==> src/hdl/drs_pkg.sv <==
// ----------------------------------------------------------------------------
// drs_pkg
// Shared types and constants for the DAC ramp stepper.
// ----------------------------------------------------------------------------
package drs_pkg;

  localparam int STEP_BITS = 20;
  localparam int DIR_BITS  = 2;
  localparam int CFG_BITS  = 20;
  localparam int HALF_BITS = 16;
  localparam int FRAME_BITS = 32;
  localparam int FRAME_SHIFT = 4;
  localparam logic [FRAME_BITS-1:0] FRAME_WRITE_CMD = 32'h0100_0000;

  typedef enum logic [DIR_BITS-1:0] {
    DIR_UP    = 2'd0,
    DIR_DOWN  = 2'd1,
    DIR_CYCLE = 2'd2
  } dir_t;

  typedef enum logic {
    OP_TICK = 1'b0,
    OP_LOAD = 1'b1
  } op_t;

  typedef enum logic {
    REG_RAMP_MODE = 1'b0,
    REG_STEP_SIZE = 1'b1
  } reg_index_t;

  typedef struct packed {
    dir_t                 ramp_mode;
    logic [STEP_BITS-1:0] step_size;
  } drs_cfg_t;

endpackage

==> src/hdl/drs_in_if.sv <==
// ----------------------------------------------------------------------------
// drs_in_if
// Item channel into the ramp stepper: valid/ready with operation and load code.
// ----------------------------------------------------------------------------
interface drs_in_if #(
  parameter int CODE_BITS = 20
);
  logic                 valid;
  logic                 ready;
  logic                 operation;
  logic [CODE_BITS-1:0] load_value;

  modport source (output valid, output operation, output load_value, input ready);
  modport sink (input valid, input operation, input load_value, output ready);
endinterface

==> src/hdl/drs_out_if.sv <==
// ----------------------------------------------------------------------------
// drs_out_if
// Result channel of the ramp stepper: valid/ready with the sent frame and code.
// ----------------------------------------------------------------------------
interface drs_out_if #(
  parameter int CODE_BITS = 20
);
  logic                 valid;
  logic                 ready;
  logic                 frame_sent;
  logic [15:0]          sent_high_half;
  logic [15:0]          sent_low_half;
  logic [CODE_BITS-1:0] code_now;
  logic                 stop_ramp;

  modport source (
    output valid, output frame_sent, output sent_high_half, output sent_low_half,
    output code_now, output stop_ramp, input ready
  );
  modport sink (
    input valid, input frame_sent, input sent_high_half, input sent_low_half,
    input code_now, input stop_ramp, output ready
  );
endinterface

==> src/hdl/dac_ramp_stepper.sv <==
// ----------------------------------------------------------------------------
// dac_ramp_stepper
// Up/down/triangle DAC ramp stepper with a registered item path.
// ----------------------------------------------------------------------------
// One item per clock sustained while results are taken. An item is captured
// in an input register, then a single pass of add or subtract, limit compare
// and frame build updates the ramp state and loads the result register in
// the same cycle; the ramp code register feeding back into that add is what
// sets the one-item-per-cycle rate. The input side keeps accepting while a
// result waits as long as the input register is empty; once both registers
// hold items it stalls until the result is taken. No clearing pass: the
// block is ready right after reset.
// ----------------------------------------------------------------------------
module dac_ramp_stepper
  import drs_pkg::*;
#(
  parameter int CODE_BITS = 20
) (
  input  logic                clk,
  input  logic                rst,
  input  logic                cfg_we,
  input  logic                cfg_index,
  input  logic [CFG_BITS-1:0] cfg_data,
  drs_in_if.sink              cmd,
  drs_out_if.source           rsp
);

  drs_cfg_t cfg;

  logic                 s_valid;
  op_t                  s_op;
  logic [CODE_BITS-1:0] s_load;
  logic                 o_valid;
  logic                 advance;

  logic                 c_frame_sent, c_stop;
  logic [HALF_BITS-1:0] c_high, c_low;
  logic [CODE_BITS-1:0] c_code;

  logic                 frame_sent, stop_ramp;
  logic [HALF_BITS-1:0] sent_high_half, sent_low_half;
  logic [CODE_BITS-1:0] code_now;

  drs_cfg_regs u_cfg (
    .clk       (clk),
    .rst       (rst),
    .cfg_we    (cfg_we),
    .cfg_index (cfg_index),
    .cfg_data  (cfg_data),
    .cfg       (cfg)
  );

  drs_step_core #(.CODE_BITS(CODE_BITS)) u_core (
    .clk            (clk),
    .rst            (rst),
    .fire           (advance),
    .operation      (s_op),
    .load_value     (s_load),
    .cfg            (cfg),
    .frame_sent     (c_frame_sent),
    .sent_high_half (c_high),
    .sent_low_half  (c_low),
    .code_now       (c_code),
    .stop_ramp      (c_stop)
  );

  assign advance   = s_valid && (!o_valid || rsp.ready);
  assign cmd.ready = !s_valid || advance;

  // input register
  always_ff @(posedge clk) begin
    if (rst) begin
      s_valid <= 1'b0;
    end else if (cmd.ready) begin
      s_valid <= cmd.valid;
    end
  end

  always_ff @(posedge clk) begin
    if (cmd.valid && cmd.ready) begin
      s_op   <= op_t'(cmd.operation);
      s_load <= cmd.load_value;
    end
  end

  // result register
  always_ff @(posedge clk) begin
    if (rst) begin
      o_valid <= 1'b0;
    end else if (advance) begin
      o_valid <= 1'b1;
    end else if (rsp.ready) begin
      o_valid <= 1'b0;
    end
  end

  always_ff @(posedge clk) begin
    if (advance) begin
      frame_sent     <= c_frame_sent;
      sent_high_half <= c_high;
      sent_low_half  <= c_low;
      code_now       <= c_code;
      stop_ramp      <= c_stop;
    end
  end

  assign rsp.valid          = o_valid;
  assign rsp.frame_sent     = frame_sent;
  assign rsp.sent_high_half = sent_high_half;
  assign rsp.sent_low_half  = sent_low_half;
  assign rsp.code_now       = code_now;
  assign rsp.stop_ramp      = stop_ramp;

  a_stop_only_on_tick: assert property (@(posedge clk) disable iff (rst)
    (o_valid && stop_ramp) |-> frame_sent)
    else $error("stop raised on a load item");

  a_stage_from_accept: assert property (@(posedge clk) disable iff (rst)
    $rose(s_valid) |-> $past(cmd.valid && cmd.ready))
    else $error("input stage filled without an accepted item");

  a_stall_only_when_full: assert property (@(posedge clk) disable iff (rst)
    !cmd.ready |-> (s_valid && o_valid && !rsp.ready))
    else $error("input stalled while a stage was free");

endmodule

==> src/hdl/drs_cfg_regs.sv <==
// ----------------------------------------------------------------------------
// drs_cfg_regs
// Ramp mode and step size registers, written through the config port.
// ----------------------------------------------------------------------------
module drs_cfg_regs
  import drs_pkg::*;
(
  input  logic                clk,
  input  logic                rst,
  input  logic                cfg_we,
  input  logic                cfg_index,
  input  logic [CFG_BITS-1:0] cfg_data,
  output drs_cfg_t            cfg
);

  always_ff @(posedge clk) begin
    if (rst) begin
      cfg.ramp_mode <= DIR_UP;
      cfg.step_size <= STEP_BITS'(1);
    end else if (cfg_we) begin
      case (reg_index_t'(cfg_index))
        REG_RAMP_MODE: cfg.ramp_mode <= dir_t'(cfg_data[DIR_BITS-1:0]);
        REG_STEP_SIZE: cfg.step_size <= cfg_data[STEP_BITS-1:0];
        default: ;
      endcase
    end
  end

endmodule

==> src/hdl/drs_step_core.sv <==
// ----------------------------------------------------------------------------
// drs_step_core
// Ramp state (code, cycle direction, prepared frame) and the per-item step.
// ----------------------------------------------------------------------------
module drs_step_core
  import drs_pkg::*;
#(
  parameter int CODE_BITS = 20
) (
  input  logic                 clk,
  input  logic                 rst,
  input  logic                 fire,
  input  op_t                  operation,
  input  logic [CODE_BITS-1:0] load_value,
  input  drs_cfg_t             cfg,
  output logic                 frame_sent,
  output logic [HALF_BITS-1:0] sent_high_half,
  output logic [HALF_BITS-1:0] sent_low_half,
  output logic [CODE_BITS-1:0] code_now,
  output logic                 stop_ramp
);

  localparam int SUM_BITS = ((CODE_BITS > STEP_BITS) ? CODE_BITS : STEP_BITS) + 1;
  localparam logic [SUM_BITS-1:0] CODE_MAX = SUM_BITS'({CODE_BITS{1'b1}});

  logic [CODE_BITS-1:0] ramp_code, ramp_code_next;
  logic                 cycle_going_up, cycle_going_up_next;
  logic [HALF_BITS-1:0] prepared_high, prepared_high_next;
  logic [HALF_BITS-1:0] prepared_low, prepared_low_next;

  logic [SUM_BITS-1:0]   code_ext, step_ext, up_sum, down_diff;
  logic                  up_ok, down_ok, stop;
  logic [FRAME_BITS-1:0] frame;

  assign code_ext  = SUM_BITS'(ramp_code);
  assign step_ext  = SUM_BITS'(cfg.step_size);
  assign up_sum    = code_ext + step_ext;
  assign down_diff = code_ext - step_ext;
  assign up_ok     = (up_sum <= CODE_MAX);
  assign down_ok   = (code_ext >= step_ext);

  always_comb begin
    ramp_code_next      = ramp_code;
    cycle_going_up_next = cycle_going_up;
    stop                = 1'b0;
    if (operation == OP_LOAD) begin
      ramp_code_next = load_value;
    end else begin
      case (cfg.ramp_mode)
        DIR_UP: begin
          if (up_ok) ramp_code_next = up_sum[CODE_BITS-1:0];
          else stop = 1'b1;
        end
        DIR_DOWN: begin
          if (down_ok) ramp_code_next = down_diff[CODE_BITS-1:0];
          else stop = 1'b1;
        end
        DIR_CYCLE: begin
          if (cycle_going_up) begin
            if (up_ok) ramp_code_next = up_sum[CODE_BITS-1:0];
            else cycle_going_up_next = 1'b0;
          end else begin
            if (down_ok) ramp_code_next = down_diff[CODE_BITS-1:0];
            else cycle_going_up_next = 1'b1;
          end
        end
        default: ;
      endcase
    end
  end

  assign frame = FRAME_WRITE_CMD + (FRAME_BITS'(ramp_code_next) << FRAME_SHIFT);

  always_comb begin
    prepared_high_next = prepared_high;
    prepared_low_next  = prepared_low;
    if (operation == OP_TICK && !stop) begin
      prepared_high_next = frame[FRAME_BITS-1:HALF_BITS];
      prepared_low_next  = frame[HALF_BITS-1:0];
    end
  end

  always_ff @(posedge clk) begin
    if (rst) begin
      ramp_code      <= {1'b1, {(CODE_BITS-1){1'b0}}};
      cycle_going_up <= 1'b0;
      prepared_high  <= '0;
      prepared_low   <= '0;
    end else if (fire) begin
      ramp_code      <= ramp_code_next;
      cycle_going_up <= cycle_going_up_next;
      prepared_high  <= prepared_high_next;
      prepared_low   <= prepared_low_next;
    end
  end

  assign frame_sent     = (operation == OP_TICK);
  assign sent_high_half = frame_sent ? prepared_high : '0;
  assign sent_low_half  = frame_sent ? prepared_low : '0;
  assign code_now       = ramp_code_next;
  assign stop_ramp      = stop;

endmodule

==> src/flat_wrapper.sv <==
// flat-port wrapper written by rule: the top's interface ports become plain ports
module dac_ramp_stepper_flat import drs_pkg::*;
#(
  parameter int CODE_BITS = 20
)
  (clk, rst, cfg_we, cfg_index, cfg_data, cmd_valid, cmd_operation, cmd_load_value, cmd_ready, rsp_valid, rsp_frame_sent, rsp_sent_high_half, rsp_sent_low_half, rsp_code_now, rsp_stop_ramp, rsp_ready);
  drs_in_if #(.CODE_BITS(CODE_BITS)) cmd_i ();
  drs_out_if #(.CODE_BITS(CODE_BITS)) rsp_i ();
  input  logic clk;
  input  logic rst;
  input  logic cfg_we;
  input  logic cfg_index;
  input  logic [CFG_BITS-1:0] cfg_data;
  input wire logic [$bits(cmd_i.valid)-1:0] cmd_valid;
  input wire logic [$bits(cmd_i.operation)-1:0] cmd_operation;
  input wire logic [$bits(cmd_i.load_value)-1:0] cmd_load_value;
  output wire logic [$bits(cmd_i.ready)-1:0] cmd_ready;
  output wire logic [$bits(rsp_i.valid)-1:0] rsp_valid;
  output wire logic [$bits(rsp_i.frame_sent)-1:0] rsp_frame_sent;
  output wire logic [$bits(rsp_i.sent_high_half)-1:0] rsp_sent_high_half;
  output wire logic [$bits(rsp_i.sent_low_half)-1:0] rsp_sent_low_half;
  output wire logic [$bits(rsp_i.code_now)-1:0] rsp_code_now;
  output wire logic [$bits(rsp_i.stop_ramp)-1:0] rsp_stop_ramp;
  input wire logic [$bits(rsp_i.ready)-1:0] rsp_ready;
  assign cmd_i.valid = cmd_valid;
  assign cmd_i.operation = cmd_operation;
  assign cmd_i.load_value = cmd_load_value;
  assign cmd_ready = cmd_i.ready;
  assign rsp_valid = rsp_i.valid;
  assign rsp_frame_sent = rsp_i.frame_sent;
  assign rsp_sent_high_half = rsp_i.sent_high_half;
  assign rsp_sent_low_half = rsp_i.sent_low_half;
  assign rsp_code_now = rsp_i.code_now;
  assign rsp_stop_ramp = rsp_i.stop_ramp;
  assign rsp_i.ready = rsp_ready;
  dac_ramp_stepper #(.CODE_BITS(CODE_BITS)) u_core (.clk(clk), .rst(rst), .cfg_we(cfg_we), .cfg_index(cfg_index), .cfg_data(cfg_data), .cmd(cmd_i), .rsp(rsp_i));
endmodule
==> config.mk <==
export PLATFORM = sky130hd
export DESIGN_NAME = dac_ramp_stepper_flat
export DESIGN_NICKNAME = d
export VERILOG_FILES = /design/src/hdl/drs_pkg.sv /design/src/hdl/drs_in_if.sv /design/src/hdl/drs_out_if.sv /design/src/hdl/dac_ramp_stepper.sv /design/src/hdl/drs_cfg_regs.sv /design/src/hdl/drs_step_core.sv /design/src/flat_wrapper.sv
export SDC_FILE = /design/constraint.sdc
export NUM_CORES = 1
export LEC_CHECK = 0
export ABC_AREA = 1
export BUFFER_PORTS_ARGS = -buffer_cell sky130_fd_sc_hd__buf_2
export CAP_MARGIN = 5
export CORE_MARGIN = 3
export CORE_UTILIZATION = 54
export DETAILED_ROUTE_END_ITERATION = 8
export PLACE_DENSITY = 0.78
export SLEW_MARGIN = 20
export SYNTH_ARGS = -nofsm -noshare
export SYNTH_HDL_FRONTEND = slang
export SYNTH_SLANG_ARGS = --single-unit
==> constraint.sdc <==
create_clock -name clk -period 2.3 [get_ports clk]
set_input_delay 0.23 -clock clk [delete_from_list [all_inputs] [get_ports clk]]
set_output_delay 0.23 -clock clk [all_outputs]
set_load 0.02 [all_outputs]
==> Word level (Yosys, flattened, before mapping) <==
Index checks and enable logic that the tools add are counted.
{ "totals": {"regBits": 152, "wordCells": 51} }
{ "classes": {"addsub": 3, "magnitude_cmp": 2, "eq_ne": 2, "mux": 13, "bitwise": 2, "reduce_logical": 14} }
{ "ops": {"columns": ["cell", "n"], "rows": [
  ["$mux 20", 4],
  ["$pmux 20 s3", 1],
  ["$add 25x24->26 const A", 1],
  ["$add 20x20->21", 1],
  ["$le 21x20->1 const B", 1],
  ["$ge 20x20->1", 1],
  ["$sub 20x20->20", 1],
  ["$mux 1", 7],
  ["$reduce_and 2->1", 3],
  ["$logic_and 1x1->1", 3],
  ["$logic_not 1->1", 3],
  ["$reduce_and 3->1", 1],
  ["$eq 2x1->1 const B", 1],
  ["$eq 2x2->1 const B", 1],
  ["$logic_not 2->1", 1],
  ["$logic_or 1x1->1", 2],
  ["$not 1->1", 2],
  ["$pmux 1 s2", 1],
  ["$reduce_bool 2->1", 1]
]} }

==> Longest topological paths before layout <==
{ "depth": {"word_depth": 8, "depth_mapped": 21, "ltp_nobuf": 20} }

==> By module <==
From an unflattened synthesis, not the netlist that was laid out.
{ "unflattened": {"hier_cells": 1267, "hier_area_um2": 9238.9} }
{ "modules_own_cells": {"columns": ["module", "instances", "cells_each", "area_per_inst_um2"], "rows": [
  ["drs_step_core", 1, 1076, 6085.8],
  ["dac_ramp_stepper", 1, 87, 2343.5],
  ["drs_cfg_regs", 1, 104, 809.5]
]} }

==> Least setup slack after synthesis <==
OpenSTA, ideal clock, no wires.
{ "synth_path": {"path_type": "register to register", "start": "register u_core.u_core.ramp_code[0]", "end": "register u_core.code_now[6], in the netlist u_core.rsp.code_now[6], data pin", "setup_ns": 0.255, "t_arrival_ns": 2.227, "slack_ns": -0.182, "stages_incl_launch_ff": 17, "path_buffers": 2, "period_less_slack_ns": 2.482, "cell_sequence": "dfxtp_1 -> inv_1 -> ha_1 -> inv_1 -> fa_1 -> nand2_1 -> inv_1 -> nand2_1 -> nand3_1 -> nand2_2 -> nand4_2 -> buf_6 -> buf_8 -> o211ai_2 -> nand3_1 -> nand2_1 -> nand2_1"} }
{ "synth_between": {"elab_chain_cells": 6} }
{ "synth_lines": {"columns": ["item", "line", "text"], "rows": [
  ["from (decl)", "drs_step_core.sv:26", "logic [CODE_BITS-1:0] ramp_code, ramp_code_next;"],
  ["from (signal assigned)", "drs_step_core.sv:85", "ramp_code <= {1'b1, {(CODE_BITS-1){1'b0}}};"],
  ["from (signal assigned)", "drs_step_core.sv:90", "ramp_code <= ramp_code_next;"],
  ["$add 20x20->21", "drs_step_core.sv:37", "assign up_sum = code_ext + step_ext;"],
  ["$le 21x20->1", "drs_step_core.sv:39", "assign up_ok = (up_sum <= CODE_MAX);"],
  ["$mux 20", "drs_step_core.sv:51, drs_step_core.sv:60", null],
  ["$mux 20", "drs_step_core.sv:59", "if (cycle_going_up) begin"],
  ["$pmux 20 s3 *", "drs_step_core.sv:49", "case (cfg.ramp_mode)"],
  ["$mux 20 *", "drs_step_core.sv:46", "if (operation == OP_LOAD) begin"],
  ["named net u_core.c_code[6]", "dac_ramp_stepper.sv:38", "logic [CODE_BITS-1:0] c_code;"],
  ["to (signal assigned)", "dac_ramp_stepper.sv:102", "code_now <= c_code;"],
  ["to (decl)", "dac_ramp_stepper.sv:42", "logic [CODE_BITS-1:0] code_now;"]
]} }
The timed path passes the listed nets; every way through them passes the cells marked *.
A chain may end at the register's enable or synchronous reset.

==> Final worst setup path <==
{ "layout_path": {"start": "register, netlist name u_core.u_cfg.cfg[18]", "end": "register u_core.u_core.prepared_low[10]"} }
{ "layout_between": {"elab_chain_cells": 8} }
{ "layout_lines": {"columns": ["item", "line", "text"], "rows": [
  ["parallel branches: the longest is 8 deep, another holds $add 25x24->26", null, null],
  ["to (signal assigned)", "drs_step_core.sv:93", "prepared_low <= prepared_low_next;"],
  ["to (decl)", "drs_step_core.sv:29", "logic [HALF_BITS-1:0] prepared_low, prepared_low_next;"]
]} }
Several ways; the timed one is not identified.

==> flow_metrics.tcl <==
set metrics [dict create \
    min_path_type "in2reg" \
    p_total_mw 8.86 \
    start_util 0.558 \
    cts_sinks 130 \
    drv_slew 0 \
    drive_gt1_frac 0.401 \
    cts_root_buf "clkbuf_16" \
    numCtsBuffers 17 \
    setup_tns_ns -17.23 \
    slew_headroom 0.523 \
    rows 45 \
    grt_overflow_total 0 \
    die_h_um 132 \
    die_x_um 132 \
    drc 0 \
    worstSetupPathType "reg2reg" \
    coreArea_um2 15400 \
    grt_max_degree 36 \
    dp_hpwl_mm 20.8 \
    clk_latency_ns 0.43 \
    fin_ws_ns -0.391 \
    cp-start-kind "flop" \
    clock.fmax_ghz 0.372 \
    drtIter0Drc 1368 \
    crit_path_max_fanout 5 \
    ant_nets 0 \
    worstPathRequired_ns 2.67 \
    firstDrtPassIters 7 \
    cap_violations 0 \
    crit_end "u_core.u_core.prepared_low[10]" \
    yosys_most_used_dff "dfxtp_1" \
    area_growth_pct 50.5 \
    fin_crit_ns 2.69 \
    fp.dieArea_um2 17500 \
    synth_seq_cells 130 \
    power.density_nw_per_um2 683 \
    port_buffers 91 \
    first_global_vias 9253 \
    cts_tree "yes" \
    crit-reg2reg-launch "u_core.u_cfg.cfg[18]" \
    utilization 0.840 \
    gp_congestion 0.966 \
    max-vdd-ir-drop_uv 742 \
    num_antenna_cells 0 \
    worstPathArrival_ns 3.06 \
    status "finished, violations left" \
    fin_crit_sh 1.17 \
    via_per_inst 5.75 \
    wl_per_cell_um 20.0 \
    setup_viol 62 \
    clkTransAtPathRegs_ns 0.06 \
    r2r_setup_slack_ns -0.39 \
    rr_worst_depth 17 \
    async_flop_share 0 \
    place_area_um2 10600 \
    leakagePower_nw 6.48 \
    syn_avg_cell_area_um2 7.00 \
    hold_violations 0 \
    syn_inst 1231 \
    clock_path_buffers 2 \
    final_nets 1651 \
    routed_wl_mm 35.7 \
    cp-end-kind "flop" \
    place_ws_ns -0.312 \
    fin_area_um2 13000 \
    grt_antenna_before_repair 0 \
    ys_types 41 \
    vias 10300 \
    violations "negative setup slack" \
    grt_usage 0.341 \
    pin_count 103 \
    ys_warn_count 0 \
    clock_skew_ns 0.0125 \
    cts_max_level 4 \
    startpoint "u_core.u_cfg.cfg[18]" \
    reg2reg_to "u_core.u_core.prepared_low[10]" \
    rsz0062_at_grt "true" \
    synth_area_um2 8620 \
    worstMarginPinSlew_ns 0.715 \
    yosysSeqAreaShare 0.376 \
    synth_edf_count 64 \
    grt_pass1_wl_mm 47.2 \
]
metal layers:
| metal | track usage | routed length [um] | vias to the layer above |
|---|---|---|---|
| met4 | 0.181 | 3120 | 0 |
| li1 | - | - | 4576 |
| met2 | 0.595 | 16600 | 779 |
| met1 | 0.404 | 12500 | 4659 |
| met3 | 0.0538 | 3400 | 253 |
| met5 | 0 | 0 | - |
cells by family after synthesis:
| kind of cell | count (synthesis) | synth area share |
|---|---|---|
| compound gates | 175 | 0.117 |
| xor+xnor | 14 | 0.0142 |
| fa+ha+maj | 42 | 0.0627 |
| buf+inv | 257 | 0.127 |
| flops | 130 | 0.376 |
| other cells | 1 | 0.000435 |
| simple gates | 612 | 0.302 |
registers in the layout, indices dropped and copies added, names as in the netlist:
| signal | count |
|---|---|
| u_core.s_valid | 1 |
| u_core.rsp.sent_low_half | 12 |
| u_core.s_load | 20 |
| u_core.u_core.cycle_going_up | 1 |
| u_core.rsp.stop_ramp | 1 |
| u_core.u_core.prepared_high | 9 |
| u_core.u_core.prepared_low | 12 |
| u_core.s_op | 1 |
| u_core.rsp.sent_high_half | 9 |
| u_core.rsp.code_now | 20 |
| u_core.u_core.ramp_code | 20 |
| u_core.u_cfg.cfg | 22 |
| u_core.rsp.valid | 1 |
| u_core.rsp.frame_sent | 1 |
layout by cell type, fill, tap and decap left out, drive strengths merged:
master       count
nand2          367
nand3          114
nor2            97
dlygate4sd3     21
and2             2
buf            333
clkbuf          23
conb            11
or2              3
a311oi           1
nor3             7
clkinv           6
inv            203
o21a             1
xor2            14
edfxtp          64
ha              40
o21bai           5
nand3b           4
clkinvlp         3
a21o             2
bufinv           2
fa               2
o21ai           53
dfxtp           66
o211ai           8
nand4           18
a21oi          105
metrics by stage:
| step | cells | hold WS, ns |
|---|---|---|
| after CTS | 1750 | 0.0747 |
| after floorplan | 1241 | 0.329 |
| after global placement | 1681 | 0.408 |
| after global routing | 1786 | 0.0895 |
| after detailed placement | 1681 | 0.408 |
| final | 1786 | 0.0765 |
synth_stat cells, types with 2 or more instances:
master,count,area (um^2)
and2_1,2,12.5
nand3b_1,4,30.0
a21oi_2,15,131
buf_1,3,11.3
inv_2,10,37.5
clkinv_1,2,7.51
dfxtp_1,66,1320
nand3_2,4,40.0
or2_2,3,18.8
buf_4,21,158
inv_1,188,706
xor2_1,14,123
o211ai_2,5,62.6
a21o_1,2,15.0
nand3_1,110,551
buf_8,2,30.0
edfxtp_1,64,1920
a21oi_1,90,450
nor2_2,7,43.8
clkbuf_1,16,60.1
nand2_2,5,31.3
o211ai_1,3,22.5
o21bai_1,5,37.5
nor3_1,6,30.0
fa_1,2,40.0
nand4_1,17,106
buf_6,2,22.5
buf_2,13,65.1
nor2_1,89,334
o21ai_1,6,30.0
nand2_1,361,1360
ha_1,40,500
o21ai_0,46,230
worst min-delay path by stage:
stage | start | end | slack (ns) | cells after the start
floorplan | cmd_load_value[0] | u_core.s_load[0] | 0.33 | 0
global placement | cmd_load_value[13] | u_core.s_load[13] | 0.41 | 1
detailed placement | cmd_load_value[18] | u_core.s_load[18] | 0.41 | 1
CTS | cfg_data[8] | u_core.u_cfg.cfg[8] | 0.07 | 3
global route | cfg_data[14] | u_core.u_cfg.cfg[14] | 0.09 | 3
finish | cfg_data[8] | u_core.u_cfg.cfg[8] | 0.08 | 3
critical path: stages (launching register included):
cell and delay [ns]:
dfxtp_1 0.35, inv_2 0.07, ha_4 0.27, nand2_1 0.08, buf_4 0.15, nor2_4 0.16, nand2_2 0.12, nor2_4 0.12
nand2_4 0.07, nand4_4 0.13, buf_6 0.17, o21ai_4 0.09, nor3_4 0.25, inv_2 0.13, buf_12 0.17, a21oi_2 0.16
nand2_1 0.07, inv_1 0.06
timing repair:
action | 4_1_cts | 5_1_grt
hold endpoints to repair | 21 | 0
pin swaps | 23 | 42
resized for setup | 105 | 183
buffers inserted | 15 | 30
setup endpoints to repair | 62 | 62
cloned | 1 | 6
hold buffers | 21 | 0
final cells by class:
cell class / instances / area, um^2
Clock buffer: 18 / 429
Sequential cell: 130 / 3260
Fill cell: 881 / 2460
Clock inverter: 14 / 154
Tap cell: 211 / 264
Timing Repair Buffer: 359 / 2790
Multi-Input combinational cell: 854 / 5300
Inverter: 200 / 763
power breakdown:
group	leakage, nW	total (mW)	internal [mW]	switching (mW)
combinational	5.04	3.36	1.41	1.95
clock	0.278	2.79	1.61	1.18
sequential	1.17	2.70	2.60	0.105
(Power assumes the default switching activity.)
